### src/gamepad_report_decoder_assert.svh
// assertion macros for the gamepad report decoder
// expects clk_i and rst_ni in the including module's scope
`ifndef GAMEPAD_REPORT_DECODER_ASSERT_SVH
`define GAMEPAD_REPORT_DECODER_ASSERT_SVH

`ifndef NO_ASSERTIONS

`define GPD_ASSERT(name, prop) \
  name: assert property (@(posedge clk_i) disable iff (!rst_ni) prop) \
    else $error("gamepad report decoder assertion failed");

`define GPD_ASSERT_NEVER(name, cond) \
  name: assert property (@(posedge clk_i) disable iff (!rst_ni) !(cond)) \
    else $error("gamepad report decoder forbidden condition");

`else

`define GPD_ASSERT(name, prop)

`define GPD_ASSERT_NEVER(name, cond)

`endif

`endif

### src/gpd_pkg.sv
// shared types and constants for the gamepad report decoder
// no dependencies
package gpd_pkg;

  localparam int unsigned WinLen = 9;

  typedef struct packed {
    logic [7:0] data_byte;
    logic       last_byte;
  } in_item_t;

  typedef struct packed {
    logic [2:0]  report_kind;
    logic        has_data;
    logic        stuck_loop;
    logic [7:0]  right_buttons;
    logic [7:0]  middle_buttons;
    logic [7:0]  left_buttons;
    logic [11:0] left_x;
    logic [11:0] left_y;
    logic [11:0] right_x;
    logic [11:0] right_y;
  } out_item_t;

  typedef enum logic [2:0] {
    KIND_EMPTY = 3'd0,
    KIND_STD   = 3'd1,
    KIND_CTRL  = 3'd2,
    KIND_ECHO  = 3'd3,
    KIND_BAD   = 3'd4
  } kind_e;

  typedef logic [WinLen-1:0][7:0] window_t;

  // report state as seen with the current byte folded in
  typedef struct packed {
    logic [5:0] idx;
    logic [7:0] first_byte;
    logic [7:0] second_byte;
    window_t    field_bytes;
  } snap_t;

  localparam logic [7:0] FirstEmpty  = 8'h00;
  localparam logic [7:0] FirstStdA   = 8'h21;
  localparam logic [7:0] FirstStdB   = 8'h30;
  localparam logic [7:0] FirstStdC   = 8'h31;
  localparam logic [7:0] FirstCtrl   = 8'h3F;
  localparam logic [7:0] FirstEcho   = 8'h81;
  localparam logic [7:0] SecondStuck = 8'h01;

  localparam logic [5:0] StdBase     = 6'd3;
  localparam logic [5:0] EchoBase    = 6'd13;
  localparam logic [5:0] StdLastIdx  = 6'd12;
  localparam logic [5:0] EchoLastIdx = 6'd21;
  localparam logic [5:0] CountMax    = 6'd63;

  localparam logic [7:0] SideMask    = 8'hCF;
  localparam logic [7:0] MiddleMask  = 8'h3F;

endpackage

### src/gamepad_report_decoder.sv
// top level of the gamepad report decoder: input register, state, result register
// depends on gpd_pkg, gpd_capture, gpd_format, gamepad_report_decoder_assert.svh
//
// Takes one report byte per item and one item per clock while the input is not
// backed up. A byte sits in the input register while the report state is
// updated; the last byte of a report, held in the input register, produces a
// result item that is registered in the output register. Input backs up only
// when a last byte waits behind a result that has not yet been taken; a stalled
// result never blocks non-final bytes. Results only carry button and stick data
// for standard input reports of 13 or more bytes and request echoes of 22 or more bytes.
`include "gamepad_report_decoder_assert.svh"

module gamepad_report_decoder import gpd_pkg::*; (
  input  logic      clk_i,
  input  logic      rst_ni,
  input  logic      in_valid_i,
  output logic      in_ready_o,
  input  in_item_t  in_i,
  output logic      out_valid_o,
  input  logic      out_ready_i,
  output out_item_t out_o
);

  logic      s1_valid_q, s1_valid_d;
  in_item_t  s1_q;
  logic      out_valid_q, out_valid_d;
  out_item_t out_q;
  logic      out_free, s1_go, in_take;
  snap_t     snap;
  out_item_t res;
  logic      out_kind_data, out_kind_echo_bad;

  assign out_free   = !out_valid_q || out_ready_i;
  assign s1_go      = s1_valid_q && (!s1_q.last_byte || out_free);
  assign in_ready_o = !s1_valid_q || s1_go;
  assign in_take    = in_valid_i && in_ready_o;

  gpd_capture u_capture (
    .clk_i       (clk_i),
    .rst_ni      (rst_ni),
    .commit_i    (s1_go),
    .data_byte_i (s1_q.data_byte),
    .last_byte_i (s1_q.last_byte),
    .snap_o      (snap)
  );

  gpd_format u_format (
    .snap_i (snap),
    .res_o  (res)
  );

  always_comb begin
    s1_valid_d = s1_valid_q;
    if (in_take) begin
      s1_valid_d = 1'b1;
    end else if (s1_go) begin
      s1_valid_d = 1'b0;
    end
  end

  always_comb begin
    out_valid_d = out_valid_q;
    if (s1_go && s1_q.last_byte) begin
      out_valid_d = 1'b1;
    end else if (out_ready_i) begin
      out_valid_d = 1'b0;
    end
  end

  always_ff @(posedge clk_i or negedge rst_ni) begin
    if (!rst_ni) begin
      s1_valid_q  <= 1'b0;
      out_valid_q <= 1'b0;
    end else begin
      s1_valid_q  <= s1_valid_d;
      out_valid_q <= out_valid_d;
    end
  end

  always_ff @(posedge clk_i) begin
    if (in_take) begin
      s1_q <= in_i;
    end
    if (s1_go && s1_q.last_byte) begin
      out_q <= res;
    end
  end

  assign out_valid_o = out_valid_q;
  assign out_o       = out_q;

  assign out_kind_data     = (out_q.report_kind == KIND_STD) || (out_q.report_kind == KIND_ECHO);
  assign out_kind_echo_bad = (out_q.report_kind == KIND_ECHO) || (out_q.report_kind == KIND_BAD);

  // a result only appears after a final byte was processed
  `GPD_ASSERT(a_result_after_last, $rose(out_valid_q) |-> $past(s1_go && s1_q.last_byte))
  // the byte counter restarts once a report is finished
  `GPD_ASSERT(a_count_restart, (s1_go && s1_q.last_byte) |=> (snap.idx == 6'd0))
  // data flag tracks the kinds that carry fields
  `GPD_ASSERT(a_data_kind, out_valid_q |-> (out_q.has_data == out_kind_data))
  // stuck loop only arises on echo-headed reports
  `GPD_ASSERT_NEVER(a_stuck_kind, out_valid_q && out_q.stuck_loop && !out_kind_echo_bad)

endmodule

### src/gpd_capture.sv
// report state: byte counter, first and second byte, nine-byte field window
// depends on gpd_pkg
module gpd_capture import gpd_pkg::*; (
  input  logic       clk_i,
  input  logic       rst_ni,
  input  logic       commit_i,
  input  logic [7:0] data_byte_i,
  input  logic       last_byte_i,
  output snap_t      snap_o
);

  logic [5:0] count_q, count_d;
  logic [7:0] first_q, first_d;
  logic [7:0] second_q, second_d;
  window_t    win_q, win_d;
  logic [5:0] base;

  always_comb begin
    snap_o.idx         = count_q;
    snap_o.first_byte  = (count_q == 6'd0) ? data_byte_i : first_q;
    snap_o.second_byte = (count_q == 6'd1) ? data_byte_i : second_q;
    base = (snap_o.first_byte == FirstEcho) ? EchoBase : StdBase;
    for (int j = 0; j < WinLen; j++) begin
      snap_o.field_bytes[j] = (count_q == base + 6'(j)) ? data_byte_i : win_q[j];
    end
  end

  always_comb begin
    if (last_byte_i) begin
      count_d  = '0;
      first_d  = '0;
      second_d = '0;
      win_d    = '0;
    end else begin
      count_d  = (count_q == CountMax) ? count_q : count_q + 6'd1;
      first_d  = snap_o.first_byte;
      second_d = snap_o.second_byte;
      win_d    = snap_o.field_bytes;
    end
  end

  always_ff @(posedge clk_i or negedge rst_ni) begin
    if (!rst_ni) begin
      count_q  <= '0;
      first_q  <= '0;
      second_q <= '0;
      win_q    <= '0;
    end else if (commit_i) begin
      count_q  <= count_d;
      first_q  <= first_d;
      second_q <= second_d;
      win_q    <= win_d;
    end
  end

endmodule

### src/gpd_format.sv
// classifies the report and unpacks buttons and sticks into a result item
// depends on gpd_pkg
module gpd_format import gpd_pkg::*; (
  input  snap_t     snap_i,
  output out_item_t res_o
);

  kind_e   kind;
  logic    data;
  window_t w;

  assign w = snap_i.field_bytes;

  always_comb begin
    unique case (snap_i.first_byte) inside
      FirstEmpty:                       kind = KIND_EMPTY;
      FirstStdA, FirstStdB, FirstStdC:  kind = (snap_i.idx >= StdLastIdx) ? KIND_STD : KIND_BAD;
      FirstCtrl:                        kind = KIND_CTRL;
      FirstEcho:                        kind = (snap_i.idx >= EchoLastIdx) ? KIND_ECHO : KIND_BAD;
      default:                          kind = KIND_BAD;
    endcase
  end

  assign data = (kind == KIND_STD) || (kind == KIND_ECHO);

  always_comb begin
    res_o             = '0;
    res_o.report_kind = kind;
    res_o.has_data    = data;
    res_o.stuck_loop  = (snap_i.first_byte == FirstEcho) && (snap_i.second_byte == SecondStuck);
    if (data) begin
      res_o.right_buttons  = w[0] & SideMask;
      res_o.middle_buttons = w[1] & MiddleMask;
      res_o.left_buttons   = w[2] & SideMask;
      res_o.left_x         = {w[4][3:0], w[3]};
      res_o.left_y         = {w[5], w[4][7:4]};
      res_o.right_x        = {w[7][3:0], w[6]};
      res_o.right_y        = {w[8], w[7][7:4]};
    end
  end

endmodule
### config.mk
export PLATFORM = sky130hd
export DESIGN_NAME = gamepad_report_decoder
export DESIGN_NICKNAME = d
export VERILOG_FILES = /design/src/gpd_pkg.sv /design/src/gamepad_report_decoder.sv /design/src/gpd_capture.sv /design/src/gpd_format.sv
export VERILOG_INCLUDE_DIRS = /design/src /design/src/src
export SDC_FILE = /design/constraint.sdc
export NUM_CORES = 1
export LEC_CHECK = 0
export BUFFER_PORTS_ARGS = -buffer_cell sky130_fd_sc_hd__clkbuf_2
export CAP_MARGIN = 20
export CORE_ASPECT_RATIO = 1.25
export CORE_MARGIN = 2
export CORE_UTILIZATION = 40
export CTS_BUF_LIST = sky130_fd_sc_hd__clkbuf_16
export CTS_CLUSTER_DIAMETER = 30
export CTS_CLUSTER_SIZE = 16
export DETAILED_ROUTE_END_ITERATION = 10
export GPL_ROUTABILITY_DRIVEN = 0
export MAX_ROUTING_LAYER = met4
export PLACE_DENSITY = 0.67
export SLEW_MARGIN = 20
export SYNTH_ARGS = -nofsm -noshare
export SYNTH_HDL_FRONTEND = slang
export SYNTH_SLANG_ARGS = --single-unit
export TNS_END_PERCENT = 1
### constraint.sdc
create_clock -name clk_i -period 4.4 [get_ports clk_i]
set_clock_uncertainty 0.05 [all_clocks]
set_input_delay 0.66 -clock clk_i [delete_from_list [all_inputs] [get_ports clk_i]]
set_output_delay 0.66 -clock clk_i [all_outputs]
set_load 0.005 [all_outputs]
* Yosys cells after proc, flatten, opt, wreduce, memory -nomap -nowiden
Index checks and enable logic that the tools add are counted.
Cells by class: muxes and demuxes 24, eq/ne operators 20, $lt $le $gt $ge 2, add/subtract/negate cells 9, reductions and logical operators 17
Operators with widths (count):
- $mux W8 | 13
- $mux W72 | 1
- $eq A6 B6 Y1 | 9
- $eq A8 B6 Y1 const B | 4
- $add A6 B3 Y6 const B | 4
- $add A6 B1 Y6 const B | 2
- $add A6 B2 Y6 const B | 2
- $mux W6 | 2
- $pmux W3 S4 | 1
- $eq A8 B1 Y1 const B | 1
- $eq A8 B8 Y1 const B | 1
- $logic_not A8 Y1 | 1
- $add A6 B4 Y6 const B | 1
- $eq A6 B1 Y1 const B | 1
- $eq A6 B6 Y1 const B | 1
- $ge A6 B4 Y1 const B | 1
- $ge A6 B5 Y1 const B | 1
- $logic_not A6 Y1 | 1
- $mux W3 | 2
- $logic_and A1 B1 Y1 | 4
- $logic_or A1 B1 Y1 | 4
- $mux W1 | 4
- $mux W4 | 1
- $reduce_bool A2 Y1 | 2
- 6 further kinds | 8
Word-level totals: bits in registers 176

* Logic depth before layout (Yosys ltp)
Gate-level depths: netlist (run 1).
depth after elaboration 8, mapped depth 12, mapped depth without buffers 7

* Cells and area by module
Synthesis (run 1) repeated with hierarchy kept, for this count alone.
Unflattened totals: cell total of the unflattened synthesis 828, area total of the unflattened synthesis 8763.4 µm²
Modules (own cells, without submodules):
- gpd_capture | sequential area each 2352.3 µm², area an instance 5332.6 µm², instances 1, cells each 616
- gamepad_report_decoder | sequential area each 2632.5 µm², area an instance 2700.1 µm², instances 1, cells each 96
- gpd_format | sequential area each 0.0 µm², area an instance 730.7 µm², instances 1, cells each 116

* Worst setup path before layout (run 1)
OpenSTA, ideal clock, no wires.
path kind input to register, from in out_ready_i, to reg out_q, in the netlist out_o[0] (enable), stages 4, arrival time 4.131 ns, library setup time 0.501 ns, data required time 3.849 ns, setup slack -0.282 ns, cells stage by stage nand3b_1 -> nand2_1 -> clkbuf_1 -> nor2_1
Between the ends: longest elaborated chain between the ends 4
Ends and longest elaborated chain:
- from (decl) | RTL line gamepad_report_decoder.sv:20 | input logic out_ready_i,
- $logic_or A1 B1 Y1 | RTL line gamepad_report_decoder.sv:33 | assign out_free = !out_valid_q || out_ready_i;
- $logic_or A1 B1 Y1 | RTL line gamepad_report_decoder.sv:34 | assign s1_go = s1_valid_q && (!s1_q.last_byte || out_free);
- $logic_and A1 B1 Y1 | RTL line gamepad_report_decoder.sv:34
- $logic_and A1 B1 Y1 | RTL line gamepad_report_decoder.sv:84 | if (s1_go && s1_q.last_byte) begin
- to (signal assigned) | RTL line gamepad_report_decoder.sv:85 | out_q <= res;
- to (decl) | RTL line gamepad_report_decoder.sv:27 | out_item_t out_q;
No other way between the ends. A chain may end at the register's enable or synchronous reset.

* Worst setup path after layout (run 1)
from reg u_capture.count_q[3], to reg u_capture.win_q[70] in the netlist's numbering
Between the ends: longest elaborated chain between the ends 8
Ends and longest elaborated chain:
- from (decl) | RTL line gpd_capture.sv:12 | logic [5:0] count_q, count_d;
- from (signal assigned) | RTL line gpd_capture.sv:49 | count_q <= count_d;
- $logic_not A6 Y1 | RTL line gpd_capture.sv:20 | snap_o.first_byte = (count_q == 6'd0) ? data_byte_i : first_q;
- $mux W8 | RTL line gpd_capture.sv:20
- $eq A8 B8 Y1 | RTL line gpd_capture.sv:22 | base = (snap_o.first_byte == FirstEcho) ? EchoBase : StdBase;
- $mux W4 | RTL line gpd_capture.sv:22
- $add A6 B4 Y6 | RTL line gpd_capture.sv:24 | snap_o.field_bytes[j] = (count_q == base + 6'(j)) ? data_byte_i : win_q[j];
- $eq A6 B6 Y1 (*) | RTL line gpd_capture.sv:24
- $mux W8 (*) | RTL line gpd_capture.sv:24
- $mux W72 (*) | RTL line gpd_capture.sv:29 | if (last_byte_i) begin
- to (signal assigned) | RTL line gpd_capture.sv:52 | win_q <= win_d;
- to (decl) | RTL line gpd_capture.sv:15 | window_t win_q, win_d;
Every way passes the cells marked *; elsewhere a longest branch is shown, timed or not.

==> qor.yml, run 1 <==
status: "complete, no violations"
cp_slowest_cell: "o211ai_2"
io_buffers: 85
drive_gt1_share_pct: 20.19
crit_buf_inv: 0
vias: 6730
htreeDepth: 4
cts.sinks: 170
grt_setup_unrepaired: "no"
fmax_mhz: 300.8
layout_min_cycle_time_ns: 3.325
postCtsSetupBuffers: 0
postSynthCellCount: 769
grt.total_usage_pct: 21.34
final_cell_mix: "dfrtp_1, clkbuf_2, edfxtp_1, a21oi_1, nand3_1"
worstHoldPathType: "in2async"
drv_slew: 0
synth_ff_type: "dfrtp_1"
crit_path_end_kind: "flip-flop"
drc: 0
slew_headroom_pct: 38.48
grt_max_degree: 60
die_area_um2: 22040
register_area_um2: 4654
synth.distinct_cells: 70
grt_pass1_vias: 6384
crit_family: "compound AO/OA/AOI/OAI gates"
hold_buffers: 0
cp-start-kind: "flip-flop"
die_h_um: 165.5
cp.required_ns: 4.64
leakage_uw: 0.003442
dp_hpwl_um: 13920
dr.pass1.iters: 5
yosysSeqAreaShare_pct: 55.78
root_buffer: "clkbuf_16"
syn_area_per_cell_um2: 10.85
antenna_found_initial: 0
die_x_um: 133.2
drt_wl_total_um: 22420
synth_edf_count: 80
ctsResizeCount: 0
criticalPathCategory: "reg2reg"
hold_viol: 0
tns_ns: 0
final_common_cell: "dfrtp_1"
max_stage_delay_ns: 0.73
fillers: 1963
initial_utilization_pct: 40.37
cts_buffers: 17
via_per_inst: 6.030
ant_nets: 0
core_um2: 20670
nets: 846
dr.first_iter.drc_count: 695
post_drt_wl_per_cell_um: 20.09
power_density_nw_per_um2: 404.4
ir_drop_v: 0.0003063
ys_warn_count: 0
async_flop_share_pct: 52.94
ys_ff_latch: 170
grt_overflow: 0
setup_violations: 0
clockBufferDepth: 2
fin_util_pct: 45.76
clock_latency_ns: 0.44
maxCapViolCount: 0
synthToLayoutAreaGrowth_pct: 13.36
period_share_pct: 75.56
cp_max_fo: 18
critPathArrivalTime_ns: 3.57
crit_chain: "or4_4, o211ai_2, nand3_2, a31oi_2, o22ai_1"
clk_pin_slew_ns: 0.07
antennaDiodeCount: 0
syn-cell-area_um2: 8344
cts_tree: "done"
num_rows: 59
multiInputGateArea_um2: 3259
grt_first_pass_wirelength_um: 35340
worst_pin_slew_ns: 0.9209
ios: 92
[power breakdown]
group | leakage [µW] | total [µW] | switching (µW) | internal, µW
registers | 0.00200 | 1930 | 125 | 1810
logic | 0.00118 | 530 | 330 | 200
clock network | 0.000258 | 1360 | 642 | 720
total | 0.00344 | 3830 | 1100 | 2730
[cell families (layout without fill, tap and decap cells)]
kind of cell / after synthesis / after routing / share of synthesized area [%]
compound gates: 285 / 285 / 23.35
simple gates: 215 / 215 / 14.74
flops: 170 / 170 / 55.78
buf+inv: 94 / 162 / 5.488
fa+ha+maj: 4 / 4 / 0.5998
other cells: 1 / 6 / 0.04494
[per-stage QoR]
stage	worst slack, ns	hold slack, ns	cell area (µm²)	total power [µW]	std cells
6_report	1.075	0.2540	9459	3825	1116
5_1_grt	0.8487	0.2998	9459	3989	1116
4_1_cts	1.085	0.2748	9459	3842	1116
3_5_place_dp	1.095	0.4239	8930	2483	1084
3_3_place_gp	1.175	0.4191	8930	2468	1084
2_1_floorplan	0.9105	0.3144	8366	2303	774
[Yosys cell counts, drive strengths merged (2+ instances only)]
cell type	number	area, µm²
o2111ai	2	30.03
nor2b	8	50.05
o221ai	3	26.28
nor3	14	81.33
a221o	5	50.05
o22ai	21	131.4
edfxtp	80	2402
o21ai	56	299.0
a31oi	9	68.81
nand4	12	81.33
a21boi	5	45.04
a2111oi	2	36.29
o21a	2	16.27
a22o	24	210.2
and2	3	18.77
and4	2	17.52
or3b	2	17.52
dfrtp	90	2252
o2bb2ai	16	140.1
nand2	41	153.9
ha	4	50.05
clkbuf	31	117.6
buf	35	235.2
nand4b	3	56.31
inv	27	101.4
a22oi	8	60.06
nor4	11	105.1
a31o	3	26.28
or3	2	12.51
nor4b	3	38.79
a21oi	78	390.4
nor2	20	80.07
and3	7	43.79
o211ai	40	305.3
nand2b	8	50.05
nand3	75	385.4
o31ai	4	40.03
[final timing paths]
kind | from | to | slack [ns] | cells past startpoint
worst max-delay path | u_capture.count_q[3] | u_capture.win_q[70] | 1.08 | 5
worst min-delay path | rst_ni | u_capture.win_q[43] | 0.25 | 1
worst max register to register | u_capture.count_q[3] | u_capture.win_q[70] | 1.08 | 5
worst min register to register | u_capture.win_q[52] | u_capture.win_q[52] | 0.44 | 1
max in group asynchronous | rst_ni | u_capture.first_q[1] | 3.11 | 2
min in group clk_i | in_i[7] | s1_q[7] | 0.35 | 1
[worst reg2reg max path: cells and delay by family (launching register included)]
kind            cells  cell delay (ns)
simple gates        2             1.09
compound gates      3             1.43
flops               1             0.62
[routing by layer]
metal / GRT usage, % / up-vias / share of wire [%]
met2: 32.38 / 316 / 48
li1: - / 3064 / -
met5: - / - / 0
met3: 4.274 / 51 / 7.5
met1: 27.80 / 3299 / 42
met4: 9.913 / 0 / 3.0
[sequential cells by signal, summed over array words and instances (netlist names)]
| signal | flops |
|---|---|
| u_capture.first_q | 8 |
| s1_valid_q | 1 |
| out_valid_o | 1 |
| u_capture.win_q | 66 |
| s1_q | 9 |
| out_o | 71 |
| u_capture.count_q | 6 |
| u_capture.second_q | 8 |
[final cells by class]
class | instances | area share (%)
Clock buffer | 17 | 4.497
Clock inverter | 15 | 1.098
Inverter | 28 | 1.111
Sequential cell | 170 | 49.21
Tap cell | 274 | 3.624
Timing Repair Buffer | 102 | 6.005
Multi-Input combinational cell | 510 | 34.46
(Power assumes the default switching activity.)
==> inputs of run 2 (changes only) <==
--- a/config.mk
+++ b/config.mk
@@ -6,6 +6,7 @@
 export SDC_FILE = /design/constraint.sdc
 export NUM_CORES = 1
 export LEC_CHECK = 0
+export ABC_AREA = 1
 export BUFFER_PORTS_ARGS = -buffer_cell sky130_fd_sc_hd__clkbuf_2
 export CAP_MARGIN = 20
 export CORE_ASPECT_RATIO = 1.25
==> constraint.sdc (replaced) <==
create_clock -name clk_i -period 2.9 [get_ports clk_i]
set_clock_uncertainty 0.05 [all_clocks]
set_input_delay 0.435 -clock clk_i [delete_from_list [all_inputs] [get_ports clk_i]]
set_output_delay 0.435 -clock clk_i [all_outputs]
set_load 0.005 [all_outputs]
==> run 2 against run 1 <==
The run now ends with negative hold slack left; critical endpoint is now out_o[49]; final area grew 6.3%; highest routed layer unchanged; first-iteration DRC count shrank 21%; fmax up 23%; synthesized cell count grew 22%; via count shrank 2.0%; power is 76% higher; clock-buffer cell count is the same; non-clock buffer count increased by 25; register-to-register slack got worse by 0.87 ns; global-route usage shrank 2.5 points; worst hold slack lost 0.27 ns; largest cell class unchanged; sequential power up 46%.
==> qor.yml, run 2 <==
status: "complete, but fails checks"
violations: "negative hold slack"
power_density_nw_per_um2: 669.6
synthToLayoutAreaGrowth_pct: 19.20
grt_pass1_vias: 6408
cts_tree: "done"
period_share_pct: 93.08
hold_buffers: 0
die_h_um: 166.4
drt_wl_total_um: 19770
postSynthCellCount: 941
fmax_mhz: 370.5
ys_ff_latch: 170
drv_slew: 0
io_buffers: 85
cts_buffers: 17
grt_max_degree: 70
crit_buf_inv: 2
slew_headroom_pct: 46.17
worstHoldPathType: "in2async"
drive_gt1_share_pct: 21.52
worst_pin_slew_ns: 0.8075
cp.required_ns: 3.03
p_seq_share_pct: 41.7
ant_nets: 0
die_x_um: 133.9
place_inst: 1300
antennaDiodeCount: 0
drc: 0
grt_first_pass_wirelength_um: 31900
clock_latency_ns: 0.43
yosysSeqAreaShare_pct: 55.18
synth.distinct_cells: 34
post_drt_wl_per_cell_um: 14.78
cp_common_cell: "nand2_1"
dr.pass1.iters: 5
criticalPathCategory: "reg2reg"
cp_slowest_cell: "dfrtp_1"
cp_max_fo: 8
crit_family: "simple AND/OR/NAND/NOR gates"
synth.most_common_cell: "nand2_1"
tns_ns: 0
ys_top_cells_by_area: "edfxtp_1, dfrtp_1, nand2_1"
synth_fa_ha_area_share_pct: 0.5934
num_rows: 59
max_stage_delay_ns: 0.48
synth_ff_type: "dfrtp_1"
htreeDepth: 4
final_cell_mix: "nand2_1, nand3_1, inv_1, dfrtp_1, clkbuf_2"
maxCapViolCount: 0
internal_power_uw: 4688
nets: 1068
ios: 92
synth-compound-area-share_pct: 3.145
clk_pin_slew_ns: 0.07
muxShareOfSynthArea_pct: 0
critPathArrivalTime_ns: 2.83
initial_utilization_pct: 40.66
power_uw: 6732
setup_violations: 0
syn_area_per_cell_um2: 8.963
async_flop_share_pct: 52.94
synth_top_family_by_area: "simple AND/OR/NAND/NOR gates"
hold_viol: 31
core_um2: 20740
ir_drop_v: 0.0004172
synth-xor-area-share_pct: 0
yosys-top-cells-count: "nand2_1, nand3_1, inv_1, dfrtp_1, edfxtp_1"
synth_edf_count: 80
p_switching_uw: 2044
place_ws_ns: 0.01644
multiInputGateArea_um2: 3173
cts.sinks: 170
fin_cells: 1338
ys_warn_count: 0
synth_top_area_share_pct: 28.48
fillers: 1907
layout_min_cycle_time_ns: 2.699
cp-start-kind: "flip-flop"
antenna_found_initial: 0
largest_reg_flops: 71
crit_path_end_kind: "flip-flop"
via_per_inst: 4.930
die_area_um2: 22270
whs_ns: -0.01560
pwr-share-clk_pct: 35.8
syn-cell-area_um2: 8434
dp_hpwl_um: 12750
clockBufferDepth: 2
combPwrFrac_pct: 22.5
leakage_uw: 0.004744
dr.first_iter.drc_count: 547
grt_overflow: 0
synth.largest_area_cell: "edfxtp_1"
root_buffer: "clkbuf_16"
setup_slack_ns: 0.2007
synth-simple-area-share_pct: 33.10
register_area_um2: 4654
vias: 6597
grt.total_usage_pct: 18.88
switching_share_pct: 30.36
crit_chain: "nor2_4, buf_12, nand4_1, nand2_1, nand2_1, nor2_8, nand2_4, nand2_1, nand3_1, nor2_4, buf_4, nand3_1, nand2_1, nor2_1"
final_common_cell: "nand2_1"
==> run 2: cell types whose count changed in the layout (fill, tap and decap cells not counted), moves of 31 or more <==
| cell | delta |
|---|---|
| nand3_2 | +31 |
| inv_1 | +72 |
| nand3_1 | +46 |
| nor2_1 | +53 |
| a21oi_1 | -73 |
| o211ai_1 | -37 |
| nand2_1 | +265 |
==> run 2: per-layer routing <==
layer / wire length, µm / share of wire [%] / track usage, % / vias to the layer above
met3: 976 / 4.9 / 4.396 / 46
li1: - / - / - / 3254
met2: 9794 / 50 / 30.64 / 184
met4: 858 / 4.3 / 9.019 / 0
met1: 8142 / 41 / 22.08 / 3113
met5: 0 / 0 / - / -
==> run 2: repair_timing <==
| action | in CTS | in global routing |
|---|---|---|
| pin swaps | 1 | 2 |
| endpoints found under the hold margin | 0 | 0 |
| setup endpoints to repair | 1 | 129 |
| gates resized for setup | 0 | 4 |
| setup buffers | 1 | 5 |
==> run 2: cell families after synthesis <==
group,after synthesis
flops,170
other cells,1
simple gates,577
fa+ha+maj,4
buf+inv,146
compound gates,43
==> run 2: power by group through the flow <==
stage / Clock, µW / Sequential [µW] / Combinational, µW
final: 2410 / 2810 / 1510
after global routing: 2540 / 2830 / 1670
after CTS: 2450 / 2810 / 1470
after detailed placement: 0 / 2850 / 1460
after global placement: 0 / 2850 / 1440
after floorplan: 0 / 2850 / 994
==> run 2: cell type report <==
class | instances | area share [%]
clock buffer | 17 | 4.231
clock inverter | 15 | 1.966
inverter | 105 | 3.920
multi-input combinational | 630 | 31.56
sequential | 170 | 46.30
tap | 274 | 3.410
timing repair buffer | 127 | 8.612
==> run 2: per-stage QoR <==
step | instance area [µm²] | util (%) | hold WS, ns
4_1_cts | 9971 | 48.07 | 0.008452
6_report | 10050 | 48.46 | -0.01560
2_1_floorplan | 8453 | - | 0.08941
3_5_place_dp | 9328 | 44.97 | 0.4146
3_3_place_gp | 9328 | 44.97 | 0.4107
5_1_grt | 10050 | 48.46 | 0.03509
==> run 2: path summary, 6_finish.rpt <==
check	slack [ns]	start	endpoint	cells past startpoint
worst max-delay path	0.20	u_capture.count_q[4]	out_o[49]	14
worst min-delay path	-0.02	rst_ni	u_capture.second_q[4]	1
worst max register to register	0.20	u_capture.count_q[4]	out_o[49]	14
worst min register to register	0.43	u_capture.win_q[33]	u_capture.win_q[33]	2
max in group asynchronous	2.12	rst_ni	u_capture.win_q[25]	2
min in group clk_i	0.12	in_i[8]	s1_q[8]	1
==> inputs of run 3 (changes only) <==
--- a/config.mk
+++ b/config.mk
@@ -18,7 +18,7 @@
 export DETAILED_ROUTE_END_ITERATION = 10
 export GPL_ROUTABILITY_DRIVEN = 0
 export MAX_ROUTING_LAYER = met4
-export PLACE_DENSITY = 0.67
+export PLACE_DENSITY_LB_ADDON = 0.15
 export SLEW_MARGIN = 20
 export SYNTH_ARGS = -nofsm -noshare
 export SYNTH_HDL_FRONTEND = slang
==> run 3 against run 2 <==
Critical endpoint is now out_o[56]; global-route usage rose by 0.18 points; the run now ends clean; die area did not move; sequential power barely moved; power fell by 3.8%; core utilization fell by 0.19 points; highest routed layer unchanged; via count fell by 1.8%; first-iteration DRC count fell by 14%; cell count rose by 0.30%.
==> qor.yml, run 3 (synthesis gave the netlist of run 2 again) <==
final_cell_mix: "nand2_1, nand3_1, inv_1, dfrtp_1, clkbuf_2"
ant_nets: 0
final_common_cell: "nand2_1"
post_drt_wl_per_cell_um: 14.61
drt_wl_total_um: 19610
largest_reg_flops: 71
tns_ns: 0
r2r_cells: 12
grt_pass1_vias: 6293
dr.first_iter.drc_count: 469
worstHoldPathType: "in2reg"
maxCapViolCount: 0
fmax_mhz: 373.2
drive_gt1_share_pct: 21.82
via_per_inst: 4.828
clk_pin_slew_ns: 0.06
setup_violations: 0
internal_power_uw: 4448
antenna_found_initial: 0
dp_hpwl_um: 12670
antennaDiodeCount: 0
power_density_nw_per_um2: 646.9
die_area_um2: 22270
nets: 1072
htreeDepth: 4
clockBufferDepth: 2
grt_max_degree: 70
cts_buffers: 17
hold_viol: 0
cts.sinks: 170
status: "complete, no violations"
vias: 6479
grt_setup_unrepaired: "no"
crit_path_end_kind: "flip-flop"
die_h_um: 166.4
ir_drop_v: 0.0004511
critPathArrivalTime_ns: 2.89
reg2reg_slack_ns: 0.22
cp-start-kind: "flip-flop"
ios: 92
core_um2: 20740
grt_first_pass_wirelength_um: 32120
leakage_uw: 0.004711
io_buffers: 85
grt_overflow: 0
slew_headroom_pct: 47.37
p_seq_share_pct: 43.3
synthToLayoutAreaGrowth_pct: 18.72
p_switching_uw: 2030
grt.total_usage_pct: 19.06
initial_utilization_pct: 40.66
dr.pass1.iters: 5
layout_min_cycle_time_ns: 2.679
cp_max_fo: 68
combPwrFrac_pct: 23.7
die_x_um: 133.9
num_rows: 59
power_uw: 6478
worst_pin_slew_ns: 0.7894
cp.required_ns: 3.11
pwr-share-clk_pct: 33.0
switching_share_pct: 31.33
cts_tree: "done"
period_share_pct: 92.39
criticalPathCategory: "reg2reg"
drv_slew: 0
drc: 0
worstHoldPathCells: 1
clock_latency_ns: 0.43
root_buffer: "clkbuf_16"
run 3: final timing paths:
kind	startpoint	endpoint
max	u_capture.count_q[1]	out_o[56]
min in group asynchronous	rst_ni	u_capture.win_q[43]
max reg2reg	u_capture.count_q[1]	out_o[56]
max in group asynchronous	rst_ni	u_capture.count_q[4]
min	in_i[3]	s1_q[3]
min reg2reg	u_capture.win_q[64]	u_capture.win_q[64]
run 3: final cells by class:
cell class / instances / area, µm²
Multi-Input combinational cell: 631 / 3187
Clock buffer: 17 / 425.4
Fill cell: 1963 / 10730
Clock inverter: 15 / 127.6
Sequential cell: 170 / 4656
Tap cell: 274 / 342.8
Timing Repair Buffer: 130 / 880.8
Inverter: 105 / 394.1
run 3: critical path, cell delays in order, from the launching register on:
cell     delay, ns
dfrtp_1       0.42
inv_1         0.13
ha_4          0.20
nand3_4       0.14
nand2_1       0.11
nand2_1       0.08
buf_4         0.15
nor2_1        0.14
nand2_1       0.06
o21ai_0       0.42
a21oi_4       0.11
buf_12        0.20
nor2_1        0.23
run 3: metrics by stage:
stage	util (%)	instance area (µm²)	worst slack [ns]	hold slack, ns	std cells
5_1_grt	48.27	10010	0.02094	0.1120	1342
3_5_place_dp	44.81	9295	0.03907	0.4145	1299
6_report	48.27	10010	0.2208	0.1280	1342
3_3_place_gp	44.81	9295	0.09268	0.4106	1299
2_1_floorplan	-	8453	0.03295	0.08941	946
4_1_cts	47.52	9858	0.01228	0.1135	1332
run 3: power groups by stage:
stage / combinational [µW] / sequential [µW] / clock [µW]
after global routing: 1720 / 2820 / 2300
after floorplan: 994 / 2850 / 0
after CTS: 1470 / 2800 / 2190
after detailed placement: 1470 / 2850 / 0
final: 1530 / 2810 / 2140
after global placement: 1460 / 2850 / 0
run 3: timing repair:
item                                    in CTS  in global routing
endpoints found under the hold margin       40                  0
endpoints found under the setup margin       0                124
gates resized for setup                      0                  8
setup buffers                                0                  9
hold buffers                                 1                  0
run 3: metal layers:
layer	vias up	global-route usage, %	routed length, µm
met2	127	32.40	9986
met3	19	3.419	625
li1	3267	-	-
met1	3066	23.35	8747
met5	-	-	0
met4	0	5.134	252
